<file path="src/design/pcsed_pkg.sv">
// Package for the point cloud step edge detector.
// Holds payload structs, command codes, config register indexes and sequencer states.
package pcsed_pkg;

  typedef enum logic [1:0] {
    CMD_LOAD  = 2'd0,
    CMD_QUERY = 2'd1,
    CMD_CLEAR = 2'd2,
    CMD_NONE  = 2'd3
  } cmd_e;

  typedef enum logic [2:0] {
    REG_CENTER_X  = 3'd0,
    REG_CENTER_Y  = 3'd1,
    REG_CENTER_Z  = 3'd2,
    REG_CROP_HALF = 3'd3,
    REG_DZ_THR    = 3'd4,
    REG_MIN_RANGE = 3'd5,
    REG_NBR_COUNT = 3'd6,
    REG_POS_KNOWN = 3'd7
  } reg_idx_e;

  localparam int unsigned CfgIdxW  = 3;
  localparam int unsigned CfgDataW = 16;

  typedef struct packed {
    logic [1:0]         cmd;
    logic signed [15:0] px;
    logic signed [15:0] py;
    logic signed [15:0] pz;
    logic               point_valid;
    logic [11:0]        query_index;
  } in_word_t;

  typedef struct packed {
    logic signed [15:0] out_x;
    logic signed [15:0] out_y;
    logic signed [15:0] out_z;
    logic               is_edge;
    logic               index_ok;
    logic [12:0]        stored_count;
  } out_word_t;

  typedef struct packed {
    logic signed [15:0] center_x;
    logic signed [15:0] center_y;
    logic signed [15:0] center_z;
    logic [14:0]        crop_half;
    logic [14:0]        dz_threshold;
    logic [14:0]        min_range;
    logic [3:0]         neighbor_count;
    logic               position_known;
  } cfg_t;

  typedef enum logic [2:0] {
    ST_IDLE,
    ST_QRD,
    ST_QLAT,
    ST_SCAN,
    ST_FINAL,
    ST_OUT
  } state_e;

endpackage

</file>
<file path="src/design/pcsed_knn.sv">
// Sorted list of the k best distances with insertion and tie to lower index.
// Depends on pcsed_pkg; flags whether any kept neighbor has a large height step.
module pcsed_knn #(
  parameter int unsigned MaxNbr = 8
) (
  input  logic        clk_i,
  input  logic        rst_ni,
  input  logic        clr_i,
  input  logic        ins_i,
  input  logic [4:0]  k_i,
  input  logic [34:0] dist_i,
  input  logic        big_i,
  output logic        any_big_o
);
  import pcsed_pkg::*;

  logic [34:0] bd_q [MaxNbr];
  logic        bb_q [MaxNbr];
  logic        vl_q [MaxNbr];
  logic [34:0] bd_d [MaxNbr];
  logic        bb_d [MaxNbr];
  logic        vl_d [MaxNbr];
  logic        lt   [MaxNbr];

  always_comb begin
    for (int i = 0; i < MaxNbr; i++) begin
      lt[i] = !vl_q[i] || (dist_i < bd_q[i]);
    end
    for (int i = 0; i < MaxNbr; i++) begin
      bd_d[i] = bd_q[i];
      bb_d[i] = bb_q[i];
      vl_d[i] = vl_q[i];
      if (ins_i && (i < int'(k_i))) begin
        if (lt[i]) begin
          if (i == 0 || !lt[(i == 0) ? 0 : i-1]) begin
            bd_d[i] = dist_i;
            bb_d[i] = big_i;
            vl_d[i] = 1'b1;
          end else begin
            bd_d[i] = bd_q[(i == 0) ? 0 : i-1];
            bb_d[i] = bb_q[(i == 0) ? 0 : i-1];
            vl_d[i] = vl_q[(i == 0) ? 0 : i-1];
          end
        end
      end
    end
  end

  always_ff @(posedge clk_i or negedge rst_ni) begin
    if (!rst_ni) begin
      for (int i = 0; i < MaxNbr; i++) vl_q[i] <= 1'b0;
    end else if (clr_i) begin
      for (int i = 0; i < MaxNbr; i++) vl_q[i] <= 1'b0;
    end else begin
      for (int i = 0; i < MaxNbr; i++) vl_q[i] <= vl_d[i];
    end
  end

  always_ff @(posedge clk_i) begin
    for (int i = 0; i < MaxNbr; i++) begin
      bd_q[i] <= bd_d[i];
      bb_q[i] <= bb_d[i];
    end
  end

  always_comb begin
    any_big_o = 1'b0;
    for (int i = 0; i < MaxNbr; i++) begin
      any_big_o = any_big_o | (vl_q[i] & bb_q[i]);
    end
  end
endmodule

</file>
<file path="config.mk">
export PLATFORM = sky130hd
export DESIGN_NAME = pcsed_knn
export DESIGN_NICKNAME = d
export VERILOG_FILES = /design/src/design/pcsed_pkg.sv /design/src/design/pcsed_knn.sv
export SDC_FILE = /design/constraint.sdc
export NUM_CORES = 1
export LEC_CHECK = 0
export BUFFER_PORTS_ARGS = -buffer_cell sky130_fd_sc_hd__buf_2
export CAP_MARGIN = 5
export CORE_MARGIN = 2
export CORE_UTILIZATION = 50
export CTS_BUF_LIST = sky130_fd_sc_hd__clkbuf_8 sky130_fd_sc_hd__clkbuf_16
export CTS_CLUSTER_SIZE = 12
export DETAILED_ROUTE_END_ITERATION = 8
export GPL_TIMING_DRIVEN = 0
export HOLD_SLACK_MARGIN = 0.15
export PLACE_DENSITY = 0.74
export SYNTH_ARGS = -nofsm -noshare
export SYNTH_HDL_FRONTEND = slang
export SYNTH_SLANG_ARGS = --single-unit
export TNS_END_PERCENT = 50
</file>
<file path="constraint.sdc">
create_clock -name clk_i -period 4 [get_ports clk_i]
set_input_delay 0.8 -clock clk_i [delete_from_list [all_inputs] [get_ports clk_i]]
set_output_delay 0.8 -clock clk_i [all_outputs]
set_load 0.005 [all_outputs]
</file>
* Word level (Yosys, flattened, before mapping)
Memory sizes are Yosys's and may differ from the RTL's. Cells that the tools add are included.
Storage, ports and cells: output and inout bits 1, input bits 45, memories 2, register bits 8, memory bits (writable) 288, logic and storage cells 159, memory bits (read-only) 0, bits in latches 0
Cells by class: reduce and logical (&&, ||, !) cells 48, multipliers 0, shift-type cells 0, order comparisons 16, add/sub/neg operators 0, multiplexer cells 70, eq/ne operators 0, bitwise gates (word level) 15, divide/modulo/power cells 0
Memories:
- bd_q | depth 8, width 35, rd ports 8, clocked after memory_dff 0, wr ports 8, RTL line pcsed_knn.sv:17 | logic [34:0] bd_q [MaxNbr];
- bb_q | depth 8, width 1, rd ports 8, clocked after memory_dff 0, wr ports 8, RTL line pcsed_knn.sv:18 | logic bb_q [MaxNbr];
Operators with widths (count):
- two-way mux 35 bit | 23
- < comparator 35 bit | 8
- two-way mux 1 bit | 46
- nonzero test 2 bit | 16
- < comparator 3 x 5 -> 1 bit, first input constant | 4
- AND reduction 2 bit | 8
- < comparator 1 x 5 -> 1 bit, first input constant | 2
- < comparator 2 x 5 -> 1 bit, first input constant | 2
- bitwise AND 1 bit | 8
- logical AND 1 bit | 8
- logical NOT 1 bit | 8
- logical OR 1 bit | 8
- two-way mux 8 bit | 1
- bitwise OR 1 bit | 7

* Depth between registers and ports, before layout
depth in word-level cells 8, depth in mapped cells 11

* Least setup slack after synthesis
OpenSTA, ideal clock, no wires.
path type input port to flip-flop, start point input dist_i[32], end point memory bb_q[5][0], in the netlist bb_q[1][1] (enable), arrival time 3.973 ns, stages 9, buffers on the path 1, path slack -0.403 ns, library setup time 0.429 ns, data required time 3.571 ns, path through ha_1 -> a21o_1 -> a21o_1 -> a221oi_1 -> inv_1 -> o21ai_0 -> a31oi_2 -> buf_2 -> nor2_1
RTL lines:
- start, declared | RTL line pcsed_knn.sv:11 | input logic [34:0] dist_i,
- end, declared | RTL line pcsed_knn.sv:18

==> results.toml <==
[synthesis]
synth_compound_area_share_pct = 8.66
netlist_area_mm2 = 0.0190
synth_common_cells = "edfxtp_1, inv_1, ha_1"
synth_xor_area_share_pct = 0
synth_top_family_by_area = "adder cells"
synth_top_cell_area_share_pct = 45.5
synth_area_leader_cell = "edfxtp_1"
ys_warn_count = 0
async_flop_share_pct = 2.70
ys_top_cells_by_area = "edfxtp_1, ha_1, mux2_2"
syn-num-nets = 1913
synth-simple-area-share_pct = 5.32
synth_mux_area_share_pct = 15.2
syn_inst = 1596
yosysMostFrequentCell = "edfxtp_1"
ys.flop_type = "edfxtp_1"
synth_seq_area_share_pct = 46.6
synth.distinct_cells = 53
syn_avg_cell_area_um2 = 11.9
synth_edf_count = 288
yosys_register_bits = 296
synth_fa_ha_area_share_pct = 17.9

[final_layout]
layout-drive-gt1-share_pct = 22.8
nets = 2006
flow.area_growth_from_synthesis_pct = 11.5
diodes = 0

[grt]
antenna_found_initial = 0
grt_pass1_vias = 13000
grt_max_degree = 30
grt.total_usage_pct = 22.3
grt.overflow.total = 0
grt_pass1_wl_um = 67600

[critical_path]
cp.arrival_ps = 4090
crit_type = "in -> reg"
end_kind = "flop"
required_ps = 4210
start_kind = "input port"
crit_fanout = 28

[timing]
worst_slew_pin_slew_ps = 951
fin_ws_ps = 125
finalClockSkew_ps = 19.9
drv_slew = 0
min_period_ps = 3880
finalHoldViolations = 0
fin_tns_setup_ps = 0
fin_crit_sh_pct = 96.9
fmax_mhz = 258
finalSetupViolations = 0
max-slew-margin-rel_pct = 36.4
rsz0062_at_grt = "no"

[run]
cap_violations = 0

[place]
hpwl_um = 31400
dp_slack_ps = -917
portBuffers = 43
gp_congestion = 0.843

[die]
die_h_um = 199
start_util_pct = 50.6
io_pins = 46
core_area_mm2 = 0.0376
die_x_um = 199
row_count = 71
dieArea_mm2 = 0.0396

[drt]
drt_iter0_markers = 827
wl_per_cell_um = 19.2
highest_layer = "met4"
wl_met2_um = 21000
wl_met3_um = 2560
drc = 0
drt_first_pass_iters = 5
ant_nets = 0
num_vias = 12400
vias_per_cell = 5.60
finalWirelength_um = 42700
met1_length_um = 17900

[clock_network]
cts_tree = "done"
cts_buffers = 34
cts_max_level = 2
clk_pin_slew_ps = 60
root_buffer = "clkbuf_16"
cts_sinks = 296
clock_path_buffers = 3
clk_latency_ps = 530

[power]
vdd.ir_drop.worst_v = 0.000233
leakagePower_nw = 9.49
powerDensity_mw_per_mm2 = 404

[min_path]
hold_path.class = "in -> reg"

[outcome]
status = "finished, final reports clean"
## stage by stage
step                      utilization (%)  power [mW]  std cells  hold WS, ps  area (um^2)
final                                56.4        8.55       2223          561        21200
after global routing                 56.4        8.98       2223          548        21200
after CTS                            56.3        8.59       2222          543        21100
after detailed placement             53.4        5.68       2158          557        20100
after global placement               52.8        5.54       2150          541        19900
after floorplan                         -        5.11       1596          504        19000
## routing by layer
layer | vias up | track usage, %
li1 | 6026 | -
met1 | 6100 | 27.8
met2 | 252 | 38.8
met3 | 70 | 4.22
met4 | 0 | 7.32
met5 | - | 0
## critical path: stages
cell	delay [ps]
buf_2	280
ha_1	300
a21oi_1	130
o21ai_0	210
a21oi_1	330
o31ai_1	120
o21ai_1	480
a31oi_4	340
buf_2	370
nor2_4	430
buf_12	250
## sequential cells by signal, summed over array words and instances, names as in the netlist
signal	cells
bb_q	8
vl_q	8
bd_q	280
## worst paths after layout
kind	startpoint	to	slack, ps	cells after the start
worst max-delay path	dist_i[2]	bd_q[0][115]$_DFFE_PP_	120	11
worst min-delay path	big_i	bb_q[0][0]$_DFFE_PP_	560	1
worst max register to register	bd_q[1][37]$_DFFE_PP_	bd_q[1][39]$_DFFE_PP_	300	11
worst min register to register	bd_q[0][35]$_DFFE_PP_	bd_q[0][70]$_DFFE_PP_	570	1
max in group asynchronous	rst_ni	vl_q[0]$_DFFE_PN0P_	3150	2
min in group asynchronous	rst_ni	vl_q[4]$_DFFE_PN0P_	650	2
## report_power, final
part | switching (mW) | leakage, nW | internal, mW | total (mW)
logic | 0.929 | 6.04 | 0.739 | 1.67
clock network | 1.24 | 0.532 | 1.65 | 2.89
registers | 0.149 | 2.92 | 3.84 | 3.98
## area by class of cell
cell class                 instances  area (um^2)
fill                            3060        16400
multi-input combinational        995         9010
sequential                       296         8850
inverter                         277         1040
clock buffer                      37          926
tap                              511          639
timing repair buffer              57          448
buffer                            28          176
clock inverter                    22         88.8
## what timing repair did
action	in CTS	in global routing
pin swaps	1	1
setup buffers	4	1
gates resized for setup	8	3
hold buffers	1	0
setup endpoints to repair	148	82
hold endpoints to repair	8	0
## cell usage in the layout, fill, tap and decap left out, types with 3 or more instances in the layout
cell,count
a211oi_1,11
a21o_1,42
a21oi_1,100
a221oi_1,6
a22oi_1,4
a31oi_1,6
and3_1,3
and4_1,6
buf_12,10
buf_2,58
buf_4,10
buf_6,3
clkbuf_16,37
clkinv_1,9
clkinv_2,5
dfrtp_1,8
edfxtp_1,288
ha_1,272
inv_1,285
mux2_1,4
mux2_2,249
mux2i_1,3
nand2_1,64
nand2b_1,3
nand3_1,13
nand4_1,39
nor2_1,40
nor2_4,5
nor2b_1,16
nor3_1,7
nor4_1,3
o211ai_1,4
o21a_1,4
o21ai_0,54
o21ai_1,4
o31ai_1,5
## cell families (layout without fill, tap and decap cells)
group | count (synthesis) | after routing
AOI/OAI and AO/OA | 262 | 262
adders and majority gates | 272 | 272
buffers and inverters | 305 | 421
DFF | 296 | 296
muxes | 256 | 256
and+or+nand+nor | 205 | 205
(Power assumes the default switching activity.)
